--- src/rtl/rau_pkg.sv ---
// rau_pkg: opcodes, status codes, queue entry and back-end state types.
// No dependencies; used by every module of the rational arithmetic unit.
`default_nettype none
package rau_pkg;

    typedef enum logic [2:0] {
        OP_ADD  = 3'd0,
        OP_SUB  = 3'd1,
        OP_MUL  = 3'd2,
        OP_DIV  = 3'd3,
        OP_NEG  = 3'd4,
        OP_NORM = 3'd5,
        OP_EQ   = 3'd6,
        OP_RSV  = 3'd7
    } op_t;

    localparam logic [1:0] ST_OK   = 2'd0;
    localparam logic [1:0] ST_OVF  = 2'd1;
    localparam logic [1:0] ST_ZDEN = 2'd2;

    // Classified word handed from front to back.
    typedef struct packed {
        op_t         op;
        logic        uses_b;
        logic        zden;
        logic [63:0] an;
        logic [63:0] ad;
        logic [63:0] bn;
        logic [63:0] bd;
    } job_t;

    typedef enum logic [3:0] {
        S_IDLE,
        S_RED_START,
        S_GCD,
        S_DIVN,
        S_DIVD,
        S_RED_FIN,
        S_OP1,
        S_OP2,
        S_OP3,
        S_OUT
    } bstate_t;

endpackage
`default_nettype wire

--- src/rtl/rau_front.sv ---
// rau_front: accepts input words, masks operands to WIDTH bits and flags
// zero denominators and unused operands. Depends on rau_pkg.
`default_nettype none
module rau_front #(
    parameter int WIDTH = 64
) (
    input  wire logic          aclk,
    input  wire logic          aresetn,
    input  wire logic          s_valid,
    output logic               s_ready,
    input  wire logic [2:0]    s_op,
    input  wire logic [63:0]   s_a_num,
    input  wire logic [63:0]   s_a_den,
    input  wire logic [63:0]   s_b_num,
    input  wire logic [63:0]   s_b_den,
    output logic               q_valid,
    input  wire logic          q_ready,
    output rau_pkg::job_t      q_job
);
    import rau_pkg::*;

    localparam logic [63:0] WMASK = {64{1'b1}} >> (64 - WIDTH);

    job_t job_reg, job_next;
    logic vld_reg;
    logic [63:0] an, ad, bn, bd;
    logic ub;

    assign an = s_a_num & WMASK;
    assign ad = s_a_den & WMASK;
    assign bn = s_b_num & WMASK;
    assign bd = s_b_den & WMASK;
    assign ub = (s_op <= 3'(OP_DIV)) || (s_op == 3'(OP_EQ));

    // single-entry register stage: accepts when empty or draining
    assign s_ready = !vld_reg || q_ready;

    always_comb begin
        job_next.op     = op_t'(s_op);
        job_next.uses_b = ub;
        job_next.zden   = (ad == '0) || (ub && bd == '0);
        job_next.an     = an;
        job_next.ad     = ad;
        job_next.bn     = bn;
        job_next.bd     = bd;
    end

    always_ff @(posedge aclk) begin
        if (!aresetn) begin
            vld_reg <= 1'b0;
        end else if (s_ready) begin
            vld_reg <= s_valid;
        end
        if (s_valid && s_ready) begin
            job_reg <= job_next;
        end
    end

    assign q_valid = vld_reg;
    assign q_job   = job_reg;
endmodule
`default_nettype wire

--- src/rtl/rau_fifo.sv ---
// rau_fifo: two-entry queue of classified words between front and back.
// Depends on rau_pkg.
`default_nettype none
module rau_fifo (
    input  wire logic       aclk,
    input  wire logic       aresetn,
    input  wire logic       in_valid,
    output logic            in_ready,
    input  rau_pkg::job_t   in_job,
    output logic            out_valid,
    input  wire logic       out_ready,
    output rau_pkg::job_t   out_job
);
    import rau_pkg::*;

    job_t mem_reg [2];
    logic wp_reg, rp_reg;
    logic [1:0] cnt_reg;
    logic push, pop;

    assign in_ready  = cnt_reg != 2'd2;
    assign out_valid = cnt_reg != 2'd0;
    assign out_job   = mem_reg[rp_reg];
    assign push = in_valid && in_ready;
    assign pop  = out_valid && out_ready;

    always_ff @(posedge aclk) begin
        if (!aresetn) begin
            wp_reg  <= 1'b0;
            rp_reg  <= 1'b0;
            cnt_reg <= 2'd0;
        end else begin
            if (push) wp_reg <= !wp_reg;
            if (pop)  rp_reg <= !rp_reg;
            cnt_reg <= cnt_reg + 2'(push) - 2'(pop);
        end
        if (push) mem_reg[wp_reg] <= in_job;
    end
endmodule
`default_nettype wire

--- src/rtl/rau_back.sv ---
// rau_back: sequencer that reduces operands, applies the operation and
// reduces the result, with bit-serial divide and multiply units. Uses rau_pkg.
`default_nettype none
module rau_back #(
    parameter int WIDTH = 64
) (
    input  wire logic          aclk,
    input  wire logic          aresetn,
    input  wire logic          q_valid,
    output logic               q_ready,
    input  rau_pkg::job_t      q_job,
    output logic               m_valid,
    input  wire logic          m_ready,
    output logic [63:0]        m_res_num,
    output logic [62:0]        m_res_den,
    output logic               m_is_equal,
    output logic [1:0]         m_status
);
    import rau_pkg::*;

    localparam int CW = $clog2(WIDTH + 1);
    localparam logic [WIDTH-1:0] WSIGN = {1'b1, {(WIDTH-1){1'b0}}};

    typedef logic [WIDTH-1:0] w_t;

    bstate_t st_reg, st_next;
    op_t op_reg;
    logic [1:0] phase_reg;   // 0 reduce a, 1 reduce b, 2 reduce result
    w_t an_reg, ad_reg, bn_reg, bd_reg;
    w_t x_reg, y_reg;        // fraction being reduced
    w_t g_reg, h_reg;        // gcd pair
    w_t nm_reg;              // reduced numerator magnitude
    w_t t1_reg, t2_reg;      // product staging
    logic ovf_reg, eq_reg, ub_reg, zd_reg;
    // shift-subtract divider, also paces the multiplier
    w_t dq_reg, dr_reg, dv_reg;
    logic [CW-1:0] dc_reg;
    logic dbusy_reg;
    logic [WIDTH:0] rtrial;
    w_t rsh;
    // shift-add multiplier on magnitudes
    logic [2*WIDTH-1:0] mp_reg;
    w_t mca_reg;
    logic mneg_reg;
    logic [1:0] mi_reg;      // which product of the op is running
    logic [WIDTH:0] mp_sum;
    w_t mul_a, mul_b, mul_wr;
    logic mul_ovf, has_mul;
    logic [1:0] mul_last;

    logic mvld_reg;
    logic [63:0] onum_reg;
    logic [62:0] oden_reg;
    logic oeq_reg;
    logic [1:0] ost_reg;

    function automatic logic neg_bit(input w_t v);
        return v[WIDTH-1];
    endfunction

    function automatic w_t mag(input w_t v);
        return v[WIDTH-1] ? w_t'(-v) : v;
    endfunction

    assign rtrial = {dr_reg, dq_reg[WIDTH-1]};
    assign rsh = rtrial[WIDTH-1:0];

    // product order: add/sub an*bd, bn*ad, ad*bd; mul an*bn, ad*bd; div an*bd, ad*bn
    always_comb begin
        mul_a = an_reg;
        mul_b = bd_reg;
        case (mi_reg)
            2'd0: begin
                mul_a = an_reg;
                mul_b = (op_reg == OP_MUL) ? bn_reg : bd_reg;
            end
            2'd1: begin
                mul_a = (op_reg inside {OP_ADD, OP_SUB}) ? bn_reg : ad_reg;
                if (op_reg == OP_MUL)      mul_b = bd_reg;
                else if (op_reg == OP_DIV) mul_b = bn_reg;
                else                       mul_b = ad_reg;
            end
            default: begin
                mul_a = ad_reg;
                mul_b = bd_reg;
            end
        endcase
    end

    assign has_mul  = op_reg inside {OP_ADD, OP_SUB, OP_MUL, OP_DIV};
    assign mul_last = (op_reg inside {OP_ADD, OP_SUB}) ? 2'd2 : 2'd1;
    assign mp_sum   = {1'b0, mp_reg[2*WIDTH-1:WIDTH]} + (mp_reg[0] ? {1'b0, mca_reg} : '0);
    assign mul_wr   = mneg_reg ? w_t'(-mp_reg[WIDTH-1:0]) : mp_reg[WIDTH-1:0];
    assign mul_ovf  = mneg_reg ? (mp_reg > {{WIDTH{1'b0}}, WSIGN})
                               : (mp_reg > {{WIDTH{1'b0}}, WSIGN - 1'b1});

    assign q_ready = (st_reg == S_IDLE);

    always_comb begin
        st_next = st_reg;
        case (st_reg)
            S_IDLE:      if (q_valid) st_next = S_RED_START;
            S_RED_START: st_next = (y_reg == '0) ? S_OUT : S_GCD;
            S_GCD:       if (!dbusy_reg && h_reg == '0) st_next = S_DIVN;
            S_DIVN:      if (dbusy_reg && dc_reg == '0) st_next = S_DIVD;
            S_DIVD:      if (dbusy_reg && dc_reg == '0) st_next = S_RED_FIN;
            S_RED_FIN: begin
                if (phase_reg == 2'd0 && ub_reg) st_next = S_RED_START;
                else if (phase_reg == 2'd2)      st_next = S_OUT;
                else if (has_mul)                st_next = S_OP1;
                else                             st_next = S_OP2;
            end
            S_OP1: begin
                if (dbusy_reg && dc_reg == '0 && mi_reg == mul_last) st_next = S_OP2;
            end
            S_OP2:       st_next = S_OP3;
            S_OP3:       st_next = S_RED_START;
            S_OUT:       if (!m_valid || m_ready) st_next = S_IDLE;
            default:     st_next = S_IDLE;
        endcase
    end

    always_ff @(posedge aclk) begin
        if (!aresetn) begin
            st_reg    <= S_IDLE;
            dbusy_reg <= 1'b0;
            mvld_reg  <= 1'b0;
        end else begin
            st_reg <= st_next;
            if (st_reg == S_OUT && (!mvld_reg || m_ready)) begin
                mvld_reg <= 1'b1;
            end else if (mvld_reg && m_ready) begin
                mvld_reg <= 1'b0;
            end
            case (st_reg)
                S_IDLE: begin
                    dbusy_reg <= 1'b0;
                    mi_reg    <= 2'd0;
                end
                S_GCD: begin
                    if (!dbusy_reg) begin
                        if (h_reg != '0) begin
                            dbusy_reg <= 1'b1;
                            dq_reg <= g_reg; dr_reg <= '0; dv_reg <= h_reg;
                            dc_reg <= CW'(WIDTH);
                        end
                    end else if (dc_reg == '0) begin
                        dbusy_reg <= 1'b0;
                        g_reg <= h_reg;
                        h_reg <= dr_reg;
                    end else begin
                        dc_reg <= dc_reg - 1'b1;
                        dq_reg <= {dq_reg[WIDTH-2:0], ~(rtrial < {1'b0, dv_reg})};
                        dr_reg <= (rtrial < {1'b0, dv_reg}) ? rsh : w_t'(rtrial - {1'b0, dv_reg});
                    end
                end
                S_DIVN, S_DIVD: begin
                    if (!dbusy_reg) begin
                        dbusy_reg <= 1'b1;
                        dq_reg <= (st_reg == S_DIVN) ? mag(x_reg) : mag(y_reg);
                        dr_reg <= '0; dv_reg <= g_reg;
                        dc_reg <= CW'(WIDTH);
                    end else if (dc_reg == '0) begin
                        dbusy_reg <= 1'b0;
                        if (st_reg == S_DIVN) nm_reg <= dq_reg;
                    end else begin
                        dc_reg <= dc_reg - 1'b1;
                        dq_reg <= {dq_reg[WIDTH-2:0], ~(rtrial < {1'b0, dv_reg})};
                        dr_reg <= (rtrial < {1'b0, dv_reg}) ? rsh : w_t'(rtrial - {1'b0, dv_reg});
                    end
                end
                S_OP1: begin
                    // one product bit per cycle
                    if (!dbusy_reg) begin
                        dbusy_reg <= 1'b1;
                        mp_reg    <= {{WIDTH{1'b0}}, mag(mul_b)};
                        mca_reg   <= mag(mul_a);
                        mneg_reg  <= neg_bit(mul_a) != neg_bit(mul_b);
                        dc_reg    <= CW'(WIDTH);
                    end else if (dc_reg == '0) begin
                        dbusy_reg <= 1'b0;
                        mi_reg    <= mi_reg + 2'd1;
                    end else begin
                        dc_reg <= dc_reg - 1'b1;
                        mp_reg <= {mp_sum, mp_reg[WIDTH-1:1]};
                    end
                end
                default: ;
            endcase
        end

        // datapath without reset
        case (st_reg)
            S_IDLE: begin
                op_reg    <= q_job.op;
                ub_reg    <= q_job.uses_b;
                zd_reg    <= q_job.zden;
                an_reg    <= w_t'(q_job.an);
                ad_reg    <= w_t'(q_job.ad);
                bn_reg    <= w_t'(q_job.bn);
                bd_reg    <= w_t'(q_job.bd);
                x_reg     <= w_t'(q_job.an);
                y_reg     <= w_t'(q_job.ad);
                phase_reg <= 2'd0;
                ovf_reg   <= 1'b0;
                eq_reg    <= 1'b0;
            end
            S_RED_START: begin
                g_reg <= mag(x_reg);
                h_reg <= mag(y_reg);
                if (y_reg == '0) zd_reg <= 1'b1;
            end
            S_RED_FIN: begin : fin
                logic negr;
                w_t xr, yr;
                negr = (neg_bit(x_reg) != neg_bit(y_reg)) && nm_reg != '0;
                xr = negr ? w_t'(-nm_reg) : nm_reg;
                yr = dq_reg;
                if ((!negr && nm_reg == WSIGN) || dq_reg == WSIGN) ovf_reg <= 1'b1;
                if (phase_reg == 2'd0) begin
                    an_reg <= xr; ad_reg <= yr;
                    x_reg <= bn_reg; y_reg <= bd_reg;
                    phase_reg <= ub_reg ? 2'd1 : 2'd2;
                    t1_reg <= xr; t2_reg <= yr;
                end else if (phase_reg == 2'd1) begin
                    bn_reg <= xr; bd_reg <= yr;
                    phase_reg <= 2'd2;
                end else begin
                    x_reg <= xr; y_reg <= yr;
                end
            end
            S_OP1: begin
                // finished product: first two staged, third is the add/sub denominator
                if (dbusy_reg && dc_reg == '0) begin
                    case (mi_reg)
                        2'd0:    t1_reg <= mul_wr;
                        2'd1:    t2_reg <= mul_wr;
                        default: y_reg  <= mul_wr;
                    endcase
                    if (mul_ovf) ovf_reg <= 1'b1;
                end
            end
            S_OP2: begin
                // final products for mul/div, unary ops and compare
                case (op_reg)
                    OP_ADD, OP_SUB: ;
                    OP_MUL, OP_DIV: begin
                        x_reg <= t1_reg; y_reg <= t2_reg;
                    end
                    OP_NEG: begin
                        x_reg <= w_t'(-an_reg); y_reg <= ad_reg;
                        if (an_reg == WSIGN) ovf_reg <= 1'b1;
                    end
                    OP_EQ: begin
                        eq_reg <= (an_reg == bn_reg) && (ad_reg == bd_reg);
                        x_reg <= an_reg; y_reg <= ad_reg;
                    end
                    default: begin
                        x_reg <= an_reg; y_reg <= ad_reg;
                    end
                endcase
            end
            S_OP3: begin : op3
                w_t s;
                if (op_reg == OP_ADD) begin
                    s = t1_reg + t2_reg;
                    x_reg <= s;
                    if (neg_bit(t1_reg) == neg_bit(t2_reg) && neg_bit(s) != neg_bit(t1_reg))
                        ovf_reg <= 1'b1;
                end else if (op_reg == OP_SUB) begin
                    s = t1_reg - t2_reg;
                    x_reg <= s;
                    if (neg_bit(t1_reg) != neg_bit(t2_reg) && neg_bit(s) != neg_bit(t1_reg))
                        ovf_reg <= 1'b1;
                end
            end
            S_OUT: begin
                if (!mvld_reg || m_ready) begin
                    if (zd_reg) begin
                        onum_reg <= '0; oden_reg <= '0;
                        oeq_reg <= 1'b0; ost_reg <= ST_ZDEN;
                    end else begin
                        onum_reg <= 64'(signed'(x_reg));
                        oden_reg <= 63'(y_reg);
                        oeq_reg  <= eq_reg;
                        ost_reg  <= ovf_reg ? ST_OVF : ST_OK;
                    end
                end
            end
            default: ;
        endcase
    end

    assign m_valid    = mvld_reg;
    assign m_res_num  = onum_reg;
    assign m_res_den  = oden_reg;
    assign m_is_equal = oeq_reg;
    assign m_status   = ost_reg;
endmodule
`default_nettype wire

--- src/rtl/rational_arithmetic_unit.sv ---
// rational_arithmetic_unit: top level of the fraction arithmetic block.
// Instantiates rau_front, rau_fifo and rau_back; uses rau_pkg.
//
//   channel  dir  handshake           payload
//   s_       in   s_valid / s_ready   s_op, s_a_num, s_a_den, s_b_num, s_b_den
//   m_       out  m_valid / m_ready   m_res_num, m_res_den, m_is_equal, m_status
//
// Sequence: each word is reduced up to three times; a reduction runs k gcd
// remainder steps plus two divisions, all on the shared serial divider.
// Add/sub take three serial products, mul/div two. The time taken per word
// is set by the gcd step count.
// Reset: aresetn synchronous, active low; clears queue and sequencer.
// Stalls: the front and two-entry queue keep accepting while the back works
// until both are full; the result register holds until m_ready.
`default_nettype none
module rational_arithmetic_unit #(
    parameter int WIDTH = 64
) (
    input  wire logic         aclk,
    input  wire logic         aresetn,
    input  wire logic         s_valid,
    output logic              s_ready,
    input  wire logic [2:0]   s_op,
    input  wire logic [63:0]  s_a_num,
    input  wire logic [63:0]  s_a_den,
    input  wire logic [63:0]  s_b_num,
    input  wire logic [63:0]  s_b_den,
    output logic              m_valid,
    input  wire logic         m_ready,
    output logic [63:0]       m_res_num,
    output logic [62:0]       m_res_den,
    output logic              m_is_equal,
    output logic [1:0]        m_status
);
    import rau_pkg::*;

    job_t f_job, b_job;
    logic f_valid, f_ready, b_valid, b_ready;

    rau_front #(.WIDTH(WIDTH)) u_front (
        .aclk, .aresetn, .s_valid, .s_ready, .s_op, .s_a_num, .s_a_den,
        .s_b_num, .s_b_den,
        .q_valid(f_valid), .q_ready(f_ready), .q_job(f_job)
    );

    rau_fifo u_fifo (
        .aclk, .aresetn,
        .in_valid(f_valid), .in_ready(f_ready), .in_job(f_job),
        .out_valid(b_valid), .out_ready(b_ready), .out_job(b_job)
    );

    rau_back #(.WIDTH(WIDTH)) u_back (
        .aclk, .aresetn,
        .q_valid(b_valid), .q_ready(b_ready), .q_job(b_job),
        .m_valid, .m_ready, .m_res_num, .m_res_den, .m_is_equal, .m_status
    );
endmodule
`default_nettype wire
--- config.mk ---
export PLATFORM = sky130hd
export DESIGN_NAME = rational_arithmetic_unit
export DESIGN_NICKNAME = d
export VERILOG_FILES = /design/src/rtl/rau_pkg.sv /design/src/rtl/rau_front.sv /design/src/rtl/rau_fifo.sv /design/src/rtl/rau_back.sv /design/src/rtl/rational_arithmetic_unit.sv
export SDC_FILE = /design/constraint.sdc
export NUM_CORES = 2
export LEC_CHECK = 0
export BUFFER_PORTS_ARGS = -buffer_cell sky130_fd_sc_hd__buf_4
export CAP_MARGIN = 40
export CELL_PAD_IN_SITES_DETAIL_PLACEMENT = 1
export CELL_PAD_IN_SITES_GLOBAL_PLACEMENT = 1
export CORE_ASPECT_RATIO = 2
export CORE_MARGIN = 2
export CORE_UTILIZATION = 51
export CTS_CLUSTER_DIAMETER = 50
export DETAILED_ROUTE_END_ITERATION = 10
export PLACE_DENSITY_LB_ADDON = 0.1
export SYNTH_ARGS = -nofsm -noshare
export SYNTH_HDL_FRONTEND = slang
export SYNTH_SLANG_ARGS = --single-unit
--- constraint.sdc ---
create_clock -name aclk -period 21.4 [get_ports aclk]
set_input_delay 1.07 -clock aclk [delete_from_list [all_inputs] [get_ports aclk]]
set_output_delay 1.07 -clock aclk [all_outputs]
set_load 0.03 [all_outputs]
==> results of run 1 <==
[synthesized netlist by cell type, types with 38 or more instances]
| library cell | n | area share (%) |
|---|---|---|
| a211oi_1 | 110 | 0.74 |
| edfxtp_1 | 2020 | 54 |
| nor2_1 | 698 | 2.3 |
| xnor2_1 | 324 | 2.5 |
| a221o_1 | 43 | 0.38 |
| mux2_2 | 40 | 0.40 |
| nor4_1 | 209 | 1.2 |
| nand3_1 | 190 | 0.85 |
| or3_1 | 73 | 0.41 |
| a21o_1 | 134 | 0.90 |
| o41ai_1 | 45 | 0.35 |
| buf_1 | 66 | 0.22 |
| inv_1 | 274 | 0.92 |
| nand4_1 | 116 | 0.65 |
| nand2b_1 | 50 | 0.28 |
| clkbuf_1 | 569 | 1.9 |
| o211ai_1 | 42 | 0.28 |
| a21oi_1 | 956 | 4.3 |
| xor2_1 | 345 | 2.7 |
| o21bai_1 | 95 | 0.64 |
| and3_1 | 42 | 0.23 |
| o31ai_1 | 122 | 0.82 |
| a221oi_1 | 60 | 0.47 |
| o22ai_1 | 44 | 0.25 |
| ha_1 | 266 | 3.0 |
| a31oi_1 | 123 | 0.69 |
| or4_1 | 46 | 0.31 |
| nor2b_1 | 195 | 1.1 |
| nand2_1 | 1398 | 4.7 |
| nor3_1 | 176 | 0.79 |
| o21ai_0 | 669 | 3.0 |
| or2_2 | 38 | 0.21 |
| and2_1 | 142 | 0.79 |
| o221ai_1 | 66 | 0.52 |
| a22oi_1 | 48 | 0.32 |
| mux2i_1 | 386 | 3.4 |
[cells by family after synthesis]
logic type / Yosys count / synth area share, %
multiplexers: 426 / 3.85
AO/OA/AOI/OAI: 2859 / 16.0
flip-flops: 2032 / 54.3
buffers and inverters: 937 / 3.18
adder cells (fa/ha/maj): 270 / 3.04
AND/OR/NAND/NOR: 3456 / 14.4
XOR/XNOR: 669 / 5.22
[per-stage QoR]
stage / cells / hold slack [ps]
2_1_floorplan: 10600 / 421
3_3_place_gp: 13500 / 422
3_5_place_dp: 13600 / 434
4_1_cts: 14000 / 281
[per-layer routing]
layer | GRT overflow | GRT usage [%]
met5 | 0 | 9.23
met3 | 0 | 36.8
met1 | 0 | 64.2
met4 | 12 | 72.8
met2 | 2 | 89.5
==> flow_summary.ini, run 1 <==
[run_status]
status = aborted with a tool error
stop_stage = global routing
error_line = [ERROR GRT-0232] Routing congestion too high. Check the congestion heatmap in the GUI.

[clock_tree]
cts_buffers = 201
cts_hold_buf = 0
cts_resized = 0
cts.sinks = 2032
post_cts_buffers = 0
cts_buffer_depth = 4
cts_max_level = 4
cts-root-buf = clkbuf_16

[grt]
globalRouteTotalUtil_pct = 65.2
antenna_found_initial = 111
grt_start_max_net_pins = 172
grt-ovfl-total = 14

[placed_design]
place_area_um2 = 120000
gp_congestion = 1.14
post-place-ws_ps = 15280
dp_hpwl_mm = 481
portBuffers = 394

[yosys]
synth_cell_types = 95
synth_edf_count = 2020
syn-instance-count = 10600
synth_area_um2 = 112000
avgSynthCellArea_um2 = 10.5
async_reset_ff_share_pct = 0
synthesis.nets = 11200
synth_ff_type = edfxtp_1
synth-seq-area-share_pct = 54.3
synth-seq-cells = 2032
ys_warn_count = 0

[floorplan]
io_pins = 395
die_x_um = 336
initial_core_util_pct = 51.2
rows = 243
chipHeight_um = 667
==> run 2: changes to the inputs <==
CELL_PAD_IN_SITES_DETAIL_PLACEMENT = unset   (was 1)
CELL_PAD_IN_SITES_GLOBAL_PLACEMENT = unset   (was 1)
CORE_ASPECT_RATIO = unset   (was 2)
CORE_UTILIZATION = 40   (was 51)
CTS_CLUSTER_DIAMETER = unset   (was 50)
PLACE_DENSITY_LB_ADDON = 0.15   (was 0.1)
==> flow_summary.ini, run 2 <==
[route]
vias = 96900
ant_nets = 0
wl_per_cell_um = 37.9
firstDrtPassIters = 7
via_per_inst = 6.42
drc = 0
wl_mm = 572
drtIter0Drc = 14300

[yosys]
yosysMostFrequentCell = edfxtp_1
synth_edf_count = 2020
avgSynthCellArea_um2 = 10.5
ys_warn_count = 0
synth_top_family_by_area = compound AO/OA/AOI/OAI gates
yosys.area_share.simple_pct = 14.4
synthMuxAreaShare_pct = 3.85
synth_top_area_share_pct = 54.1
synth-seq-cells = 2032
synth_top_area_cell = edfxtp_1
synthAdderAreaFrac_pct = 3.04
synth_area_leaders = edfxtp_1 (54%), nand2_1 (4.7%), a21oi_1 (4.3%)
synth-seq-area-share_pct = 54.3
yosys-top-cells-count = edfxtp_1 (2020), nand2_1 (1398), a21oi_1 (956)
synthesis.nets = 11200
synth_ff_type = edfxtp_1
synth_area_um2 = 112000
synthXorXnorAreaFrac_pct = 5.22
async_reset_ff_share_pct = 0
synth_cell_types = 95
syn-instance-count = 10600
synth-compound-area-share_pct = 16.0

[setup_path]
worstPathRequired_ps = 22060
worstSetupPathType = flop to flop
crit_path_cell_trace = ha_2, buf_4, inv_2, buf_4, buf_4, o221ai_1, nor4_2, nand4_1, nor3_1, and3_1, nor2b_1, a21oi_1, xnor2_1, o21ai_0
cpMaxStageDelayCell = buf_4
crit_arrival_ps = 6640
start_kind = flop
critPathMaxFanout = 52
crit_family = simple AND/OR/NAND/NOR gates
critPathMaxStageDelay_ps = 690
critical_path_buf_inv_count = 4
cp-end-kind = flop
crit_top_cell = buf_4

[sta]
setup_viol = 0
tightest_slew_ps = 1320
slew_violations = 0
finClkSkew_ps = 88.4
fin_crit_sh_pct = 27.9
fin_crit_ps = 5980
grt_setup_unrepaired = no
finalHoldViolations = 0
worst_hold_slack_ps = 286
finalSetupTns_ps = 0
fmax_mhz = 167
maxSlewHeadroom_pct = 12.3

[placed_design]
portBuffers = 394
gp_congestion = 1.07
dp_hpwl_mm = 441

[min_path]
hold_path_class = input port to flop

[clock_tree]
cts.sinks = 2032
cts_hold_buf = 0
cts_tree = done
post_cts_buffers = 0
cts_resized = 0
cts_buffers = 227
clk_latency_ps = 980
path_clk_slew_ps = 60
cts_max_level = 4
cts-root-buf = clkbuf_16
cts_buffer_depth = 4

[grt]
first_global_vias = 89100
grt_pass1_wl_mm = 763
grt_start_max_net_pins = 147
antenna_found_initial = 71
globalRouteTotalUtil_pct = 38.8
grt-ovfl-total = 0

[layout]
area_growth_pct = 15.6
final_nets = 11700
multi_input_area_um2 = 48000
final_layout_size_suffix_gt1_share_pct = 12.9
final_common_cell = edfxtp_1
n_fill_cell = 26300
final_core_util_pct = 46.4
largest_reg_flops = 522
final_cell_mix = edfxtp_1 (2020), nand2_1 (1387), a21oi_1 (954)
regArea_um2 = 60900

[floorplan]
chipHeight_um = 534
io_pins = 395
rows = 194
initial_core_util_pct = 40.2
die_x_um = 534
dieArea_um2 = 285000
core_um2 = 279000

[power]
netSwitchingPower_w = 0.00834
ir_drop_uv = 133
p_per_area_nw_per_um2 = 142
netSwitchingFraction_pct = 45.3
combPwrFrac_pct = 41.0
p_leak_nw = 46.7
p_total_w = 0.0184
p_seq_share_pct = 37.4
internal-power_w = 0.0101
pwr-share-clk_pct = 21.7

[job]
maxCapViolCount = 0

[run_status]
status = completed
-- run 2: cell counts after synthesis --
No cell type changed its count.
-- run 2: cell type report --
cell class / instances / area share, %
Sequential cell: 2032 / 47.0
Inverter: 277 / 0.803
Clock buffer: 266 / 4.54
Antenna cell: 38 / 0.0734
Timing Repair Buffer: 923 / 5.77
Clock inverter: 149 / 1.16
Multi-Input combinational cell: 7680 / 37.1
Tap cell: 3724 / 3.60
-- run 2: power by group through the flow --
stage          Sequential (W)  Clock (W)  Combinational [W]
2_1_floorplan         0.00628          0            0.00390
3_3_place_gp          0.00685          0            0.00699
3_5_place_dp          0.00686          0            0.00720
4_1_cts               0.00678    0.00404            0.00723
5_1_grt               0.00684    0.00418            0.00775
6_report              0.00688    0.00399            0.00754
-- run 2: stage by stage --
step / instances / cell area (um2) / setup WS, ps
floorplan: 10600 / 112000 / 5930
global placement: 14400 / 120000 / 15560
detailed placement: 14600 / 122000 / 15720
CTS: 15000 / 129000 / 15730
global route: 15100 / 130000 / 15340
finish: 15100 / 130000 / 15420
-- run 2: path summary, 6_finish.rpt --
kind / startpoint / slack [ps] / depth (start not counted) / to
setup / recovery: u_back.mi_reg[0] / 15420 / 14 / u_back.mp_reg[57]
hold / removal: s_a_num[34] / 290 / 1 / u_front.q_job[226]
setup reg to reg: u_back.mi_reg[0] / 15420 / 14 / u_back.mp_reg[57]
hold reg to reg: u_front.q_job[137] / 410 / 0 / u_fifo.mem_reg[1][137]
-- run 2: cells by family after synthesis --
group,after synthesis
DFF,2032
buffers and inverters,937
AOI/OAI and AO/OA,2859
adders and majority gates,270
xor gates and xnor gates,669
and+or+nand+nor,3456
muxes,426
-- run 2: metal layers --
layer	part of all wire (%)	GRT usage, %	routed length (um)
met1	39	51.4	225000
met2	42	55.8	237000
met3	10	8.77	58800
met4	8.8	28.1	50200
met5	0.038	0	219
-- run 2: worst reg2reg max path: stages, from the launching register on --
cell,delay [ps]
edfxtp_1,460
ha_2,220
buf_4,250
inv_2,290
buf_4,620
buf_4,770
o221ai_1,390
nor4_2,670
nand4_1,430
nor3_1,510
and3_1,480
nor2b_1,280
a21oi_1,120
xnor2_1,150
o21ai_0,90
No activity file was read; power rests on OpenSTA's default activity.
